--- src/sv/dsaa_pkg.sv ---
// dsaa_pkg: shared types, constants and helper functions of the downscale block
// used by every module of block_downscale_antialias_unit; depends on nothing
`default_nettype none

package dsaa_pkg;

    localparam int MAX_WIDTH    = 4096;
    localparam int MAX_FACTOR   = 8;
    localparam int HEIGHT_LIMIT = 4096;

    localparam int SUM_DEPTH = MAX_WIDTH / 2;
    localparam int ADDR_W    = $clog2(SUM_DEPTH);
    localparam int COL_W     = $clog2(MAX_WIDTH);
    localparam int ROW_W     = $clog2(HEIGHT_LIMIT);
    localparam int DIM_W     = 13;
    localparam int EXT_W     = DIM_W + 1;
    localparam int FACTOR_W  = 4;
    localparam int CNT_W     = FACTOR_W;
    localparam int PIX_W     = 8;
    localparam int ADD_W     = PIX_W + 2;
    localparam int SUM_W     = 14;
    localparam int CH_N      = 3;
    localparam int DATA_W    = CH_N * PIX_W;
    localparam int MEM_W     = CH_N * SUM_W;
    localparam int IDX_W     = 2;

    // register indexes
    localparam logic [IDX_W-1:0] REG_IMAGE_WIDTH  = 2'd0;
    localparam logic [IDX_W-1:0] REG_IMAGE_HEIGHT = 2'd1;
    localparam logic [IDX_W-1:0] REG_SCALE_FACTOR = 2'd2;
    localparam logic [IDX_W-1:0] REG_COLOUR_MODE  = 2'd3;

    localparam logic [DIM_W-1:0]    WIDTH_RST  = DIM_W'(MAX_WIDTH);
    localparam logic [DIM_W-1:0]    HEIGHT_RST = DIM_W'(HEIGHT_LIMIT);
    localparam logic [FACTOR_W-1:0] FACTOR_RST = FACTOR_W'(3);
    localparam logic                COLOUR_RST = 1'b0;

    // divider kinds
    localparam logic [1:0] DIV_BY_4  = 2'd0;
    localparam logic [1:0] DIV_BY_16 = 2'd1;
    localparam logic [1:0] DIV_BY_64 = 2'd2;
    localparam logic [1:0] DIV_BY_36 = 2'd3;

    // x / 36 == (x * RECIP36) >> RECIP_SHIFT for every x below 2**SUM_W
    localparam int         RECIP_SHIFT = 20;
    localparam int         RECIP_W     = 15;
    localparam logic [RECIP_W-1:0] RECIP36 = RECIP_W'((2 ** RECIP_SHIFT + 35) / 36);
    localparam int         PROD_W      = SUM_W + RECIP_W;

    typedef struct packed {
        logic              use_px;
        logic              first;
        logic              emit;
        logic              last_img;
        logic [1:0]        div_kind;
        logic [1:0]        wt_shift;
        logic [ADDR_W-1:0] addr;
    } dsaa_item_t;

    typedef struct packed {
        logic                        valid;
        logic                        last;
        logic [1:0]                  div_kind;
        logic [CH_N-1:0][SUM_W-1:0]  sums;
    } dsaa_sum_t;

    // 1 2 1 / 2 4 2 / 1 2 1 as a left shift
    function automatic logic [1:0] gauss_shift(input logic [1:0] r, input logic [1:0] c);
        logic [1:0] s;
        s = {1'b0, (r == 2'd1)} + {1'b0, (c == 2'd1)};
        return s;
    endfunction

endpackage

`default_nettype wire

--- src/sv/dsaa_divide.sv ---
// dsaa_divide: block sum register, division by the block weight and output register
// depends on dsaa_pkg
`default_nettype none

module dsaa_divide (
    input  wire logic                           aclk,
    input  wire logic                           aresetn,
    input  wire logic                           adv,
    input  dsaa_pkg::dsaa_sum_t                 sum_in,
    output logic                                out_valid,
    output logic [dsaa_pkg::DATA_W-1:0]         out_data,
    output logic                                out_last
);
    import dsaa_pkg::*;

    dsaa_sum_t                  s2_reg;
    logic                       out_valid_reg;
    logic [DATA_W-1:0]          out_data_reg;
    logic                       out_last_reg;
    logic [CH_N-1:0][PIX_W-1:0] quot;
    logic [CH_N-1:0][PROD_W-1:0] prod;

    always_comb begin
        for (int c = 0; c < CH_N; c++) begin
            prod[c] = PROD_W'(s2_reg.sums[c]) * PROD_W'(RECIP36);
            case (s2_reg.div_kind)
                DIV_BY_4:  quot[c] = PIX_W'(s2_reg.sums[c] >> 2);
                DIV_BY_16: quot[c] = PIX_W'(s2_reg.sums[c] >> 4);
                DIV_BY_64: quot[c] = PIX_W'(s2_reg.sums[c] >> 6);
                default:   quot[c] = PIX_W'(prod[c] >> RECIP_SHIFT);
            endcase
        end
    end

    always_ff @(posedge aclk) begin
        if (adv) begin
            s2_reg.last     <= sum_in.last;
            s2_reg.div_kind <= sum_in.div_kind;
            s2_reg.sums     <= sum_in.sums;
            out_data_reg    <= quot;
            out_last_reg    <= s2_reg.last;
        end
        if (!aresetn) begin
            s2_reg.valid  <= 1'b0;
            out_valid_reg <= 1'b0;
        end else if (adv) begin
            s2_reg.valid  <= sum_in.valid;
            out_valid_reg <= s2_reg.valid;
        end
    end

    assign out_valid = out_valid_reg;
    assign out_data  = out_data_reg;
    assign out_last  = out_last_reg;

endmodule

`default_nettype wire

--- config.mk ---
export PLATFORM = sky130hd
export DESIGN_NAME = dsaa_divide
export DESIGN_NICKNAME = d
export VERILOG_FILES = /design/src/sv/dsaa_pkg.sv /design/src/sv/dsaa_divide.sv
export SDC_FILE = /design/constraint.sdc
export NUM_CORES = 1
export LEC_CHECK = 0
export BUFFER_PORTS_ARGS = -buffer_cell sky130_fd_sc_hd__buf_2
export CORE_MARGIN = 2
export CORE_UTILIZATION = 38
export CTS_BUF_LIST = sky130_fd_sc_hd__clkbuf_2
export DETAILED_ROUTE_END_ITERATION = 8
export PLACE_DENSITY = 0.64
export SETUP_SLACK_MARGIN = 0.2
export SLEW_MARGIN = 20
export SYNTH_ARGS = -nofsm -noshare
export SYNTH_HDL_FRONTEND = slang
export SYNTH_SLANG_ARGS = --single-unit
--- constraint.sdc ---
create_clock -name aclk -period 5.2 [get_ports aclk]
set_input_delay 0.26 -clock aclk [delete_from_list [all_inputs] [get_ports aclk]]
set_output_delay 0.26 -clock aclk [all_outputs]
set_load 0.05 [all_outputs]
==> results.toml <==
[outcome]
status = "finished, violations left"
violations = "negative setup slack"

[synthesis]
yosysMostFrequentCell = "inv_1"
netlist_top_cells_count = "inv_1, ha_1, fa_1, edfxtp_1, xnor2_1"
synth_area_leaders = "ha_1, fa_1, edfxtp_1, inv_1, mux4_2"
synth_top_area_frac = 0.2705
synth_area_leader_cell = "ha_1"
syn_area_per_cell_um2 = 11.35
synthArstFlopShare = 0
synth_cell_types = 49
yosysWarnings = 0
ys_seq_area_frac = 0.2174
synth-main-ff-cell = "edfxtp_1"
synth_seq_cells = 72
syn_inst = 868
synth_edf_count = 70
syn_nets = 1244
synth_area_um2 = 9852

[final_layout]
area_delta_synth_final_pct = 30.18
antenna_cells = 0
drive_gt1_frac = 0.3241
largest_register_ff_count = 46
nets = 1488

[drt]
wire_per_inst_um = 16.52
vias_per_cell = 4.842
routed_wl_um = 23910
drc = 0
vias = 7006
drt_first_pass_iters = 4
drt_iter0_markers = 332
postRouteAntennaNets = 0

[placement]
hpwlAfterDp_um = 18760
place.gp.congestion = 0.8413
port_buffers = 74

[setup_path]
worstSetupPathType = "register to register"
critPathCapture = "out_data[20]"
worst_setup_path_end_kind = "register"
cp_data_required_time_ps = 5590
reg2reg_depth = 19
cp_slowest_stage_delay_ps = 550
worstPathMaxFanout = 4
r2r_end = "out_data[20]"
timing.rr.start = "s2_reg[32]"
cp.arrival_ps = 5630
crit_path_start = "s2_reg[32]"
crit_chain = "buf_4, fa_1, ha_4, inv_2, fa_1, inv_2, fa_1, inv_1, fa_2, inv_2, ha_4, o211ai_1, a21oi_1, a211oi_1, a31oi_1, buf_4, a31oi_4, xnor2_2, mux4_2"
critPathSlowestCell = "edfxtp_1"
crit_path_start_kind = "register"
reg2reg_setup_slack_ps = -40

[timing]
finalMaxSlewViolations = 0
setup_ws_ps = -40.81
rsz0062_at_grt = "true"
relSlewSlack = 0.3416
fin_crit_ps = 5241
tightest_slew_ps = 987.7
max_freq_mhz = 190.8
hold_viol_final = 0
period_share = 1.008
skew_ps = 63.29
setup_violations = 4
hold_slack_ps = 288.5

[floorplan]
rows = 58
die_h_um = 165.0
core_area_um2 = 25330
dieWidth_um = 165.0
initial_core_util = 0.3890
pin_count = 75
die_area_um2 = 27230

[clock_tree]
htree_levels = 3
cts_num_sinks = 72
clk_pin_slew_ps = 300
clk_path_buf_depth = 2
cts_inserted_buffers = 9
clk_latency_ps = 650
cts_tree = "done"
root_buffer = "clkbuf_2"

[grt]
grt_use_met3 = 0.02662
grt_pass1_wl_um = 38170
grt_max_degree = 73
met1_usage = 0.2381
antenna_found_initial = 0
use_met2 = 0.3248
grt_use_total = 0.1847
grt-ovfl-total = 0
grt_pass1_vias = 7527
busiest_layer = "met2"

[worst_hold_path]
min_path_type = "input pin to register"

[run]
drv_cap = 0
layer usage:
layer	up-vias	routed length [um]
met4	0	625
met5	-	0
met2	147	11910
met3	34	920
li1	3380	-
met1	3445	10460
area by class of cell:
type,instances,area [um^2]
repair buffers,238,1790
flip-flops and latches,72,2142
fillers,2150,12500
well taps,330,412.9
clock inverters,6,92.59
inverters,254,953.4
multi-input cells,537,7383
clock buffers,10,50.05
placed cells by master, fill, tap and decap left out, types with 12 or more instances in the layout:
cell,count
a21o_1,14
dlygate4sd3_1,47
fa_1,112
ha_1,178
xnor2_1,19
inv_2,59
buf_6,15
buf_2,73
ha_4,31
mux4_2,21
inv_1,195
edfxtp_1,70
buf_4,102
a21oi_1,12
kinds of logic (layout without fill, tap and decap cells):
| family | Yosys count | count (layout) | share of synthesized area |
|---|---|---|---|
| mux | 27 | 27 | 0.05410 |
| xor+xnor | 31 | 31 | 0.02756 |
| simple gates | 56 | 56 | 0.02947 |
| fa+ha+maj | 327 | 327 | 0.5022 |
| compound gates | 96 | 96 | 0.07049 |
| flops | 72 | 72 | 0.2174 |
| buf+inv | 259 | 508 | 0.09880 |
timing repair:
item                                    in CTS  in global routing
cloned                                       0                  0
hold buffers                                47                  0
hold endpoints to repair                    47                  0
endpoints found under the setup margin      23                 24
gates resized for setup                     60                 82
buffers inserted                            21                 22
pin swaps                                   46                 65
stage by stage:
stage,std cells,cell area [um^2],setup WS (ps),TNS (ps),utilization
6_report,1447,12820,-40.81,-109.9,0.5064
5_1_grt,1447,12820,-178.8,-1503,0.5064
4_1_cts,1425,12370,24.34,0,0.4883
3_5_place_dp,1341,11280,-130.2,-447.1,0.4453
3_3_place_gp,1341,11280,-31.49,-50.66,0.4453
2_1_floorplan,868,9943,50.72,0,-
critical path: cells and delay by family, from the launching register on:
kind | cells | cell delay [ps]
buf+inv | 6 | 540
flops | 1 | 550
fa+ha+maj | 6 | 2550
compound gates | 5 | 770
xor+xnor | 1 | 80
mux | 1 | 470
worst min-delay path by stage:
stage	slack (ps)	end	depth (start not counted)	from
CTS	260	s2_reg[34]	2	sum_in[34]
global placement	410	out_last	0	s2_reg[44]
detailed placement	420	out_last	0	s2_reg[44]
global route	280	s2_reg[32]	2	sum_in[32]
floorplan	360	s2_reg[0]	0	sum_in[0]
finish	290	out_data[12]	1	adv
Power is not shown: default switching activity piles up to over one toggle a cycle in this logic, so the estimate is an artifact.
