$ cat src/sv/dsaa_pkg.sv
// dsaa_pkg: shared types, constants and helper functions of the downscale block
// used by every module of block_downscale_antialias_unit; depends on nothing
`default_nettype none

package dsaa_pkg;

    localparam int MAX_WIDTH    = 4096;
    localparam int MAX_FACTOR   = 8;
    localparam int HEIGHT_LIMIT = 4096;

    localparam int SUM_DEPTH = MAX_WIDTH / 2;
    localparam int ADDR_W    = $clog2(SUM_DEPTH);
    localparam int COL_W     = $clog2(MAX_WIDTH);
    localparam int ROW_W     = $clog2(HEIGHT_LIMIT);
    localparam int DIM_W     = 13;
    localparam int EXT_W     = DIM_W + 1;
    localparam int FACTOR_W  = 4;
    localparam int CNT_W     = FACTOR_W;
    localparam int PIX_W     = 8;
    localparam int ADD_W     = PIX_W + 2;
    localparam int SUM_W     = 14;
    localparam int CH_N      = 3;
    localparam int DATA_W    = CH_N * PIX_W;
    localparam int MEM_W     = CH_N * SUM_W;
    localparam int IDX_W     = 2;

    // register indexes
    localparam logic [IDX_W-1:0] REG_IMAGE_WIDTH  = 2'd0;
    localparam logic [IDX_W-1:0] REG_IMAGE_HEIGHT = 2'd1;
    localparam logic [IDX_W-1:0] REG_SCALE_FACTOR = 2'd2;
    localparam logic [IDX_W-1:0] REG_COLOUR_MODE  = 2'd3;

    localparam logic [DIM_W-1:0]    WIDTH_RST  = DIM_W'(MAX_WIDTH);
    localparam logic [DIM_W-1:0]    HEIGHT_RST = DIM_W'(HEIGHT_LIMIT);
    localparam logic [FACTOR_W-1:0] FACTOR_RST = FACTOR_W'(3);
    localparam logic                COLOUR_RST = 1'b0;

    // divider kinds
    localparam logic [1:0] DIV_BY_4  = 2'd0;
    localparam logic [1:0] DIV_BY_16 = 2'd1;
    localparam logic [1:0] DIV_BY_64 = 2'd2;
    localparam logic [1:0] DIV_BY_36 = 2'd3;

    // x / 36 == (x * RECIP36) >> RECIP_SHIFT for every x below 2**SUM_W
    localparam int         RECIP_SHIFT = 20;
    localparam int         RECIP_W     = 15;
    localparam logic [RECIP_W-1:0] RECIP36 = RECIP_W'((2 ** RECIP_SHIFT + 35) / 36);
    localparam int         PROD_W      = SUM_W + RECIP_W;

    typedef struct packed {
        logic              use_px;
        logic              first;
        logic              emit;
        logic              last_img;
        logic [1:0]        div_kind;
        logic [1:0]        wt_shift;
        logic [ADDR_W-1:0] addr;
    } dsaa_item_t;

    typedef struct packed {
        logic                        valid;
        logic                        last;
        logic [1:0]                  div_kind;
        logic [CH_N-1:0][SUM_W-1:0]  sums;
    } dsaa_sum_t;

    // 1 2 1 / 2 4 2 / 1 2 1 as a left shift
    function automatic logic [1:0] gauss_shift(input logic [1:0] r, input logic [1:0] c);
        logic [1:0] s;
        s = {1'b0, (r == 2'd1)} + {1'b0, (c == 2'd1)};
        return s;
    endfunction

endpackage

`default_nettype wire

$ cat src/sv/dsaa_raster_ctrl.sv
// dsaa_raster_ctrl: configuration registers and raster / block position counters
// builds the per-word control item; depends on dsaa_pkg
`default_nettype none

module dsaa_raster_ctrl (
    input  wire logic                          aclk,
    input  wire logic                          aresetn,
    input  wire logic                          cfg_wr_en,
    input  wire logic [dsaa_pkg::IDX_W-1:0]    cfg_index,
    input  wire logic [dsaa_pkg::DIM_W-1:0]    cfg_data,
    input  wire logic                          accept,
    output dsaa_pkg::dsaa_item_t               item,
    output logic                               colour_mode
);
    import dsaa_pkg::*;

    logic [DIM_W-1:0]    width_reg, height_reg;
    logic [FACTOR_W-1:0] factor_reg;
    logic                colour_reg;

    logic [COL_W-1:0]  col_reg, col_next;
    logic [ROW_W-1:0]  row_reg, row_next;
    logic [CNT_W-1:0]  cib_reg, cib_next;
    logic [CNT_W-1:0]  rib_reg, rib_next;
    logic [ADDR_W-1:0] bcol_reg, bcol_next;
    logic [DIM_W-1:0]  bx0_reg, bx0_next;
    logic [DIM_W-1:0]  by0_reg, by0_next;

    logic [DIM_W-1:0] w_eff, h_eff;
    logic             col_last, row_last, cib_wrap, rib_wrap;
    logic             factor_ok, inside_x, inside_y, last_x, last_y;
    logic [EXT_W-1:0] x_end, y_end, fext;
    logic [FACTOR_W-1:0] fm1;

    always_comb begin
        if (width_reg == '0) begin
            w_eff = DIM_W'(1);
        end else if (width_reg > DIM_W'(MAX_WIDTH)) begin
            w_eff = DIM_W'(MAX_WIDTH);
        end else begin
            w_eff = width_reg;
        end
        if (height_reg == '0) begin
            h_eff = DIM_W'(1);
        end else if (height_reg > DIM_W'(HEIGHT_LIMIT)) begin
            h_eff = DIM_W'(HEIGHT_LIMIT);
        end else begin
            h_eff = height_reg;
        end
    end

    assign factor_ok = (factor_reg == FACTOR_W'(3)) ||
                       (factor_reg >= FACTOR_W'(2) && !factor_reg[0] &&
                        factor_reg <= FACTOR_W'(MAX_FACTOR));
    assign fm1  = factor_reg - FACTOR_W'(1);
    assign fext = EXT_W'(factor_reg);

    assign col_last = (DIM_W'(col_reg) + DIM_W'(1)) >= w_eff;
    assign row_last = (DIM_W'(row_reg) + DIM_W'(1)) >= h_eff;
    assign cib_wrap = !((EXT_W'(cib_reg) + EXT_W'(1)) < fext);
    assign rib_wrap = !((EXT_W'(rib_reg) + EXT_W'(1)) < fext);

    assign x_end    = EXT_W'(bx0_reg) + fext;
    assign y_end    = EXT_W'(by0_reg) + fext;
    assign inside_x = x_end <= EXT_W'(w_eff);
    assign inside_y = y_end <= EXT_W'(h_eff);
    assign last_x   = (x_end + fext) > EXT_W'(w_eff);
    assign last_y   = (y_end + fext) > EXT_W'(h_eff);

    always_comb begin
        item.use_px   = factor_ok && inside_x && inside_y;
        item.first    = (cib_reg == '0) && (rib_reg == '0);
        item.emit     = (cib_reg == fm1) && (rib_reg == fm1);
        item.last_img = last_x && last_y;
        item.addr     = bcol_reg;
        item.wt_shift = (factor_reg == FACTOR_W'(3)) ? gauss_shift(rib_reg[1:0], cib_reg[1:0])
                                                      : 2'd0;
        unique case (factor_reg)
            FACTOR_W'(2): item.div_kind = DIV_BY_4;
            FACTOR_W'(6): item.div_kind = DIV_BY_36;
            FACTOR_W'(8): item.div_kind = DIV_BY_64;
            default:      item.div_kind = DIV_BY_16;
        endcase
    end

    always_comb begin
        col_next  = col_reg;
        row_next  = row_reg;
        cib_next  = cib_reg;
        rib_next  = rib_reg;
        bcol_next = bcol_reg;
        bx0_next  = bx0_reg;
        by0_next  = by0_reg;
        if (accept) begin
            if (cib_wrap) begin
                cib_next  = '0;
                bcol_next = bcol_reg + ADDR_W'(1);
                bx0_next  = bx0_reg + DIM_W'(factor_reg);
            end else begin
                cib_next = cib_reg + CNT_W'(1);
            end
            if (!col_last) begin
                col_next = col_reg + COL_W'(1);
            end else begin
                col_next  = '0;
                cib_next  = '0;
                bcol_next = '0;
                bx0_next  = '0;
                if (rib_wrap) begin
                    rib_next = '0;
                    by0_next = by0_reg + DIM_W'(factor_reg);
                end else begin
                    rib_next = rib_reg + CNT_W'(1);
                end
                if (!row_last) begin
                    row_next = row_reg + ROW_W'(1);
                end else begin
                    row_next = '0;
                    rib_next = '0;
                    by0_next = '0;
                end
            end
        end
    end

    always_ff @(posedge aclk) begin
        if (!aresetn) begin
            width_reg  <= WIDTH_RST;
            height_reg <= HEIGHT_RST;
            factor_reg <= FACTOR_RST;
            colour_reg <= COLOUR_RST;
            col_reg    <= '0;
            row_reg    <= '0;
            cib_reg    <= '0;
            rib_reg    <= '0;
            bcol_reg   <= '0;
            bx0_reg    <= '0;
            by0_reg    <= '0;
        end else if (cfg_wr_en) begin
            unique case (cfg_index)
                REG_IMAGE_WIDTH:  width_reg  <= cfg_data;
                REG_IMAGE_HEIGHT: height_reg <= cfg_data;
                REG_SCALE_FACTOR: factor_reg <= cfg_data[FACTOR_W-1:0];
                REG_COLOUR_MODE:  colour_reg <= cfg_data[0];
                default: ;
            endcase
            col_reg  <= '0;
            row_reg  <= '0;
            cib_reg  <= '0;
            rib_reg  <= '0;
            bcol_reg <= '0;
            bx0_reg  <= '0;
            by0_reg  <= '0;
        end else begin
            col_reg  <= col_next;
            row_reg  <= row_next;
            cib_reg  <= cib_next;
            rib_reg  <= rib_next;
            bcol_reg <= bcol_next;
            bx0_reg  <= bx0_next;
            by0_reg  <= by0_next;
        end
    end

    assign colour_mode = colour_reg;

endmodule

`default_nettype wire

$ cat config.mk
export PLATFORM = sky130hd
export DESIGN_NAME = dsaa_raster_ctrl
export DESIGN_NICKNAME = d
export VERILOG_FILES = /design/src/sv/dsaa_pkg.sv /design/src/sv/dsaa_raster_ctrl.sv
export SDC_FILE = /design/constraint.sdc
export NUM_CORES = 1
export LEC_CHECK = 0
export BUFFER_PORTS_ARGS = -buffer_cell sky130_fd_sc_hd__buf_2
export CELL_PAD_IN_SITES_DETAIL_PLACEMENT = 0
export CELL_PAD_IN_SITES_GLOBAL_PLACEMENT = 1
export CORE_MARGIN = 2
export CORE_UTILIZATION = 50
export CTS_CLUSTER_SIZE = 20
export DETAILED_ROUTE_END_ITERATION = 8
export PLACE_DENSITY = 0.88
export SLEW_MARGIN = 20
export SYNTH_ARGS = -nofsm -noshare
export SYNTH_HDL_FRONTEND = slang
export SYNTH_SLANG_ARGS = --single-unit
$ cat constraint.sdc
create_clock -name aclk -period 6.6 [get_ports aclk]
set_clock_uncertainty 0.2 [all_clocks]
set_input_delay 0.66 -clock aclk [delete_from_list [all_inputs] [get_ports aclk]]
set_output_delay 0.66 -clock aclk [all_outputs]
set_load 0.05 [all_outputs]
==> impl_metrics.toml, run 1 <==
[timing]
hold_viol = 0
min_period_over_period_pct = 88.37
rsz0062_at_grt = "false"
max-slew-margin-rel_pct = 34.57
period_minus_slack_ns = 5.833
fmax_mhz = 171.5
tightest_slew_ns = 0.9779
tns_ns = 0
setup_ws_ns = 0.7675
setup_viol = 0
maxSlewViolCount = 0

[cts]
cts_buffers = 9
htree_num_levels = 3
clk_latency_ns = 0.36
cts_tree = "yes"
cts.reportedPaths.clkPinSlew_ns = 0.07
hold_buffers = 0
clk_root_buffer_cell = "clkbuf_16"
cts_buffer_depth = 2
cts_setup_buffers = 0
ctsResizeCount = 0
cts_sinks = 100

[power]
leakage_nw = 3.671
vdd_drop_max_mv = 0.1326
p_per_area_nw_per_um2 = 158.2
p_total_mw = 1.385

[global_routing]
globalRouteTotalUtil_pct = 24.29
overflow = 0
grt_antenna_before_repair = 0
grt_max_degree = 35
grt_pass1_vias = 6632
grt_pass1_wl_mm = 32.82

[place]
hpwl_mm = 15.23
gp_congestion = 0.9404
dpl.cell_count = 1232
place_ws_ns = 1.169
port_buffers = 38

[worst_setup_path]
critPathArrivalTime_ns = 4.97
crit_path_end_kind = "primary output"
required_ns = 5.74
crit_path_max_fanout = 13
crit_type = "flop to primary output"
startpoint_type = "flop"

[yosys]
synth_area_per_cell_um2 = 8.021
ys_seq_elements = 100
synth_ff_type = "dfxtp_1"
synth_area_um2 = 8061
synth_top_cell_by_area = "dfxtp_1"
synthDistinctLibCells = 68
ys.warnings.count = 0
yosysMostFrequentCell = "nand2_1"
synth_edf_count = 0
synthCells = 1005
async_flop_share_pct = 0
synth_nets = 1143
synth_common_cells = "146 x nand2_1, 115 x ha_1, 100 x dfxtp_1, 63 x a21oi_1"
yosysTopAreaCellShare_pct = 24.83
synth_seq_area_share_pct = 24.83
synthTopCellsByArea = "dfxtp_1 25%, ha_1 18%, nand2_1 6.8%"

[floorplan]
chipHeight_um = 131.0
start_util_pct = 50.93
design.core.area_um2 = 15830
ioPinCount = 39
die_w_um = 131.0
num_rows = 46
die_area_um2 = 17150

[detailed_routing]
via_count = 7242
antenna_left = 0
routed_via_density = 5.808
drt_first_pass_iters = 5
first_iter_violations = 442
wl_met3_um = 739
routed.top_layer = "met4"
wl_met1_mm = 10.38
wl_per_cell_um = 16.00
drc = 0
drt-total-wl_mm = 19.95
wl_met2_mm = 8.509

[status]
status = "finished, final reports clean"

[layout]
n_fill_cell = 1505
fin_nets = 1165
antenna_cells = 0
area_delta_synth_final_pct = 8.599
final_layout_size_suffix_gt1_share_pct = 7.274
multiInputGateArea_um2 = 5772
final_cells = 1247
seq_area_um2 = 2002
fin_util_pct = 55.31

[min_path]
hold_class = "flop to flop"

[flow_run]
drv_cap = 0
-- cells by family after synthesis --
kind of cell	after synthesis	synth area share (%)
buffers and inverters	75	3.570
multiplexers	6	0.7605
adder cells (fa/ha/maj)	120	18.97
flip-flops	100	24.83
AO/OA/AOI/OAI	227	18.69
XOR/XNOR	71	7.714
AND/OR/NAND/NOR	406	25.47
-- per-stage QoR --
| stage | cell area [µm²] | hold slack [ns] |
|---|---|---|
| floorplan | 8061 | 0.2323 |
| global placement | 8429 | 0.2505 |
| detailed placement | 8429 | 0.2589 |
| CTS | 8755 | 0.2706 |
| global route | 8755 | 0.2848 |
| finish | 8755 | 0.2676 |
-- power breakdown --
group | switching (mW) | total [mW] | internal [mW]
Combinational | 0.112 | 0.176 | 0.0633
Sequential | 0.00930 | 0.621 | 0.611
Clock | 0.239 | 0.589 | 0.350
Total | 0.360 | 1.39 | 1.02
-- worst max-delay path, stage by stage (launching register included) --
cell	delay (ns)
dfxtp_1	0.47
ha_1	0.31
fa_1	0.55
inv_1	0.08
fa_1	0.43
nor2b_1	0.11
o21ai_0	0.07
nand2b_1	0.12
nand2_1	0.07
or3_1	0.37
nor4_1	0.34
xnor2_1	0.11
ha_1	0.30
nand3_1	0.08
nor3_1	0.28
o31ai_1	0.13
a32o_1	0.26
nand2_1	0.10
o32a_1	0.16
buf_2	0.26
-- final timing paths --
kind / from / end / slack, ns / depth (start not counted)
worst min register to register: height_reg[0]$_SDFFE_PN0P_ / height_reg[0]$_SDFFE_PN0P_ / 0.27 / 2
worst min-delay path: height_reg[0]$_SDFFE_PN0P_ / height_reg[0]$_SDFFE_PN0P_ / 0.27 / 2
worst max-delay path: factor_reg[0]$_SDFFE_PN1P_ / item[15] / 0.77 / 19
worst max register to register: row_reg[0]$_SDFFE_PP0P_ / by0_reg[1]$_SDFFE_PP0P_ / 2.08 / 13
-- area by class of cell --
class / count / area share (%)
inverter: 44 / 1.887
clock buffer: 11 / 2.887
sequential: 100 / 22.87
timing repair buffer: 42 / 2.515
tap: 216 / 3.087
multi-input combinational: 830 / 65.93
clock inverter: 4 / 0.8289
-- cell usage in the layout, fill, tap and decap left out, types with 19 or more instances in the layout --
cell / count
a21boi_0: 26
a21oi_1: 63
buf_2: 38
dfxtp_1: 100
ha_1: 115
inv_1: 44
nand2_1: 146
nand2b_1: 19
nand3_1: 52
nor2_1: 52
o21ai_0: 44
xnor2_1: 39
xor2_1: 32
-- layer usage --
metal | up-vias | track usage (%)
met5 | - | 0
met4 | 0 | 7.384
met3 | 19 | 3.664
met2 | 147 | 36.91
met1 | 3402 | 35.47
li1 | 3674 | -
(Power assumes the default switching activity.)
==> inputs of run 2 (changes only) <==
--- a/config.mk
+++ b/config.mk
@@ -9,10 +9,10 @@
 export CELL_PAD_IN_SITES_DETAIL_PLACEMENT = 0
 export CELL_PAD_IN_SITES_GLOBAL_PLACEMENT = 1
 export CORE_MARGIN = 2
-export CORE_UTILIZATION = 50
+export CORE_UTILIZATION = 48
 export CTS_CLUSTER_SIZE = 20
 export DETAILED_ROUTE_END_ITERATION = 8
-export PLACE_DENSITY = 0.88
+export PLACE_DENSITY_LB_ADDON = 0.1
 export SLEW_MARGIN = 20
 export SYNTH_ARGS = -nofsm -noshare
 export SYNTH_HDL_FRONTEND = slang
==> constraint.sdc (replaced) <==
create_clock -name aclk -period 5.6 [get_ports aclk]
set_clock_uncertainty 0.2 [all_clocks]
set_input_delay 0.56 -clock aclk [delete_from_list [all_inputs] [get_ports aclk]]
set_output_delay 0.56 -clock aclk [all_outputs]
set_load 0.05 [all_outputs]
==> run 2 against run 1 <==
  * Critical path depth stayed put
  * Sequential power is 17% higher
  * Non-clock buffer count is 3 higher
  * Hold slack better by 0.0019 ns
==> impl_metrics.toml, run 2 (synthesized netlist as in run 1, its figures left out) <==
[power]
leakage_nw = 3.697
vdd_drop_max_mv = 0.1640
p_per_area_nw_per_um2 = 187.6
p_total_mw = 1.655

[worst_setup_path]
crit_path_end_kind = "primary output"
critical_path.max_stage_delay_ns = 0.54
cp_cell_sequence = "ha_1, fa_1, inv_1, fa_1, nor2b_1, o21ai_0, nand2b_1, nand2_1, or3_1, nor4_2, xnor2_1, ha_1, nand3_1, nor3_2, o31ai_1, a32o_1, nand2_1, o32a_1, clkbuf_4"
critPathArrivalTime_ns = 4.61
required_ns = 4.84
crit_type = "flop to primary output"
crit_path_max_fanout = 4
cp_slowest_cell = "fa_1"
startpoint_type = "flop"

[timing]
period_minus_slack_ns = 5.370
tightest_slew_ns = 0.8415
hold_ws_ns = 0.2696
setup_viol = 0
min_period_over_period_pct = 95.89
hold_viol = 0
max-slew-margin-rel_pct = 43.69
maxSlewViolCount = 0
fmax_mhz = 186.2

[min_path]
hold_class = "primary input to flop"

[layout]
fin_nets = 1168
area_delta_synth_final_pct = 9.483
final_cell_area_um2 = 8826
final_common_cell = "nand2_1"
final_cell_mix = "146 x nand2_1, 115 x ha_1, 100 x dfxtp_1"
antenna_cells = 0
final_layout_size_suffix_gt1_share_pct = 8.116

[cts]
cts_tree = "yes"
hold_buffers = 0
ctsResizeCount = 0
clk_root_buffer_cell = "clkbuf_16"
cts_buffer_depth = 2
cts_buffers = 9
htree_num_levels = 3
cts_sinks = 100
clk_latency_ns = 0.35
cts_setup_buffers = 0
cts.reportedPaths.clkPinSlew_ns = 0.07

[floorplan]
num_rows = 47
chipHeight_um = 133.6
die_w_um = 133.6
start_util_pct = 48.78
die_area_um2 = 17850
design.core.area_um2 = 16520
ioPinCount = 39

[detailed_routing]
drc = 0
antenna_left = 0
via_count = 7130
drt-total-wl_mm = 20.43
first_iter_violations = 438
routed_via_density = 5.681
wl_per_cell_um = 16.27
drt_first_pass_iters = 5

[place]
port_buffers = 38
gp_congestion = 0.8876
hpwl_mm = 15.76
place_area_um2 = 8457

[flow_run]
drv_cap = 0

[global_routing]
overflow = 0
grt_pass1_vias = 6683
grt_max_degree = 35
grt_pass1_wl_mm = 33.77
globalRouteTotalUtil_pct = 23.45
grt_antenna_before_repair = 0

[status]
status = "finished, final reports clean"
[run 2: power by group]
| group | internal (mW) | leakage, nW | switching [mW] |
|---|---|---|---|
| Clock | 0.428 | 0.169 | 0.288 |
| Combinational | 0.0759 | 2.72 | 0.134 |
| Sequential | 0.720 | 0.808 | 0.00896 |
| Total | 1.22 | 3.70 | 0.432 |
[run 2: area by class of cell]
class | count | area (µm²)
clock buffer | 12 | 266.5
clock inverter | 4 | 70.07
fill | 1636 | 7699
inverter | 44 | 165.2
multi-input combinational | 830 | 5798
sequential | 100 | 2002
tap | 220 | 275.3
timing repair buffer | 45 | 249.0
[run 2: final timing paths]
kind              cells past startpoint                  startpoint                         end  slack (ns)
hold / removal                        3                 cfg_data[5]  height_reg[5]$_SDFFE_PN0P_        0.27
setup reg to reg                     13     row_reg[0]$_SDFFE_PP0P_     by0_reg[1]$_SDFFE_PP0P_        1.13
setup / recovery                     19  factor_reg[0]$_SDFFE_PN1P_                    item[15]        0.23
hold reg to reg                       2   width_reg[0]$_SDFFE_PN0P_   width_reg[0]$_SDFFE_PN0P_        0.27
[run 2: per-layer routing]
layer	global-route usage, %	share of wire [%]	vias up
met5	0	0	-
met4	5.319	0.88	0
met3	2.892	4.5	10
met2	36.17	42	132
met1	34.85	52	3311
li1	-	-	3677
[run 2: metrics by stage]
| step | instances | utilization, % | setup TNS, ns | setup WS (ns) |
|---|---|---|---|---|
| floorplan | 1005 | - | 0 | 0.4031 |
| global placement | 1239 | 51.18 | 0 | 0.5904 |
| detailed placement | 1239 | 51.18 | 0 | 0.5071 |
| CTS | 1255 | 53.21 | 0 | 0.1144 |
| global route | 1255 | 53.41 | -0.01829 | -0.01829 |
| finish | 1255 | 53.41 | 0 | 0.2299 |
[run 2: critical path: cells and delay by family, from the launching register on]
kind | cells | cell delay (ns)
simple gates | 8 | 1.41
flops | 1 | 0.32
buf+inv | 2 | 0.31
xor+xnor | 1 | 0.11
compound gates | 4 | 0.60
fa+ha+maj | 4 | 1.50
==> inputs of run 3 (changes only) <==
--- a/config.mk
+++ b/config.mk
@@ -13,6 +13,7 @@
 export CTS_CLUSTER_SIZE = 20
 export DETAILED_ROUTE_END_ITERATION = 8
 export PLACE_DENSITY_LB_ADDON = 0.1
+export RECOVER_POWER = 100
 export SLEW_MARGIN = 20
 export SYNTH_ARGS = -nofsm -noshare
 export SYNTH_HDL_FRONTEND = slang
==> run 3 against run 2 <==
  * Largest power group unchanged
  * Die area stayed put
  * Register-to-register slack worse by 0.54 ns
  * Via count hardly changed
  * Critical path type unchanged
==> impl_metrics.toml, run 3 (synthesized netlist as in run 1, its figures left out) <==
[timing]
max-slew-margin-rel_pct = 13.86
tightest_slew_ns = 1.292
setup_viol = 0
min_period_over_period_pct = 95.81
period_minus_slack_ns = 5.365
setup_ws_ns = 0.2347
maxSlewViolCount = 0
fmax_mhz = 186.4
hold_viol = 0

[global_routing]
grt_pass1_wl_mm = 33.77
grt_pass1_vias = 6683
grt_max_degree = 35
grt_antenna_before_repair = 0
overflow = 0
globalRouteTotalUtil_pct = 23.45

[cts]
cts.reportedPaths.clkPinSlew_ns = 0.07
htree_num_levels = 3
clk_latency_ns = 0.35
clk_root_buffer_cell = "clkbuf_16"
cts_buffers = 9
ctsResizeCount = 0
cts_sinks = 100
cts_setup_buffers = 0
hold_buffers = 0
cts_buffer_depth = 2
cts_tree = "yes"

[layout]
area_delta_synth_final_pct = 8.800
final_cell_mix = "146 x nand2_1, 115 x ha_1, 100 x dfxtp_1"
fin_nets = 1168
final_common_cell = "nand2_1"
antenna_cells = 0
final_layout_size_suffix_gt1_share_pct = 5.797

[worst_setup_path]
path_delay_family = "adder cells"
cp_slowest_cell = "fa_1"
crit_type = "flop to primary output"
critPathArrivalTime_ns = 4.61
cp_cell_sequence = "ha_1, fa_1, inv_1, fa_1, nor2b_1, o21ai_0, nand2b_1, nand2_1, or3_1, nor4_2, xnor2_1, ha_1, nand3_1, nor3_2, o31ai_1, a32o_1, nand2_1, o32a_1, clkbuf_4"
worst-path-buf-inv = 2
required_ns = 4.84
crit_path_max_fanout = 4
startpoint_type = "flop"
critical_path.max_stage_delay_ns = 0.54
crit_path_end_kind = "primary output"

[floorplan]
die_w_um = 133.6
num_rows = 47
start_util_pct = 48.78
ioPinCount = 39
design.core.area_um2 = 16520
chipHeight_um = 133.6
die_area_um2 = 17850

[power]
vdd_drop_max_mv = 0.1650
p_total_mw = 1.654
p_per_area_nw_per_um2 = 188.6
leakage_nw = 3.617

[status]
status = "finished, final reports clean"

[detailed_routing]
wl_per_cell_um = 16.29
drt_first_pass_iters = 5
antenna_left = 0
drc = 0
first_iter_violations = 442
drt-total-wl_mm = 20.44
routed_via_density = 5.685
via_count = 7135

[min_path]
hold_class = "primary input to flop"

[place]
place_ws_ns = 0.5071
gp_congestion = 0.8876
port_buffers = 38
hpwl_mm = 15.76

[flow_run]
drv_cap = 0
==> run 3: worst reg2reg max path: stages (launching register included) <==
cell	delay, ns
dfxtp_1	0.40
ha_1	0.25
and3_1	0.25
nand3_1	0.22
nor3_1	0.41
xor2_1	0.22
ha_1	0.29
a211oi_1	0.19
o21ai_0	0.12
a211oi_1	0.28
nand2_1	0.36
nor3_1	1.04
nand3_2	0.38
a2bb2o_1	0.35
==> run 3: final cells by class <==
class	instances	area, µm²
repair buffers	45	225.2
fillers	1655	7754
multi-input cells	830	5767
inverters	44	165.2
clock buffers	12	266.5
flip-flops and latches	100	2002
well taps	220	275.3
clock inverters	4	70.07
==> run 3: path summary, 6_finish.rpt <==
check	startpoint	endpoint	slack, ns	depth (start not counted)
worst min-delay path	cfg_data[12]	width_reg[12]$_SDFFE_PN1P_	0.27	3
worst max register to register	row_reg[0]$_SDFFE_PP0P_	by0_reg[1]$_SDFFE_PP0P_	0.59	13
worst max-delay path	factor_reg[0]$_SDFFE_PN1P_	item[15]	0.23	19
worst min register to register	width_reg[0]$_SDFFE_PN0P_	width_reg[0]$_SDFFE_PN0P_	0.27	2
==> run 3: routing by layer <==
layer  global-route usage [%]  up-vias  share of wire, %
li1                         -     3682                 -
met1                    34.85     3318                53
met2                    36.17      124                42
met3                    2.892       11               4.1
met4                    5.319        0              0.91
met5                        0        -                 0
==> run 3: report_power, final <==
part	internal [mW]	switching, mW
clock network	0.428	0.290
registers	0.720	0.00894
logic	0.0747	0.133
==> run 3: stage by stage <==
stage / util [%] / instance area (µm²) / TNS, ns / hold WS, ns / cells
4_1_cts: 53.21 / 8793 / 0 / 0.2619 / 1255
6_report: 53.08 / 8771 / 0 / 0.2684 / 1255
3_5_place_dp: 51.18 / 8457 / 0 / 0.2597 / 1239
3_3_place_gp: 51.18 / 8457 / 0 / 0.2584 / 1239
2_1_floorplan: - / 8061 / 0 / 0.2323 / 1005
5_1_grt: 53.08 / 8771 / -0.01829 / 0.2818 / 1255
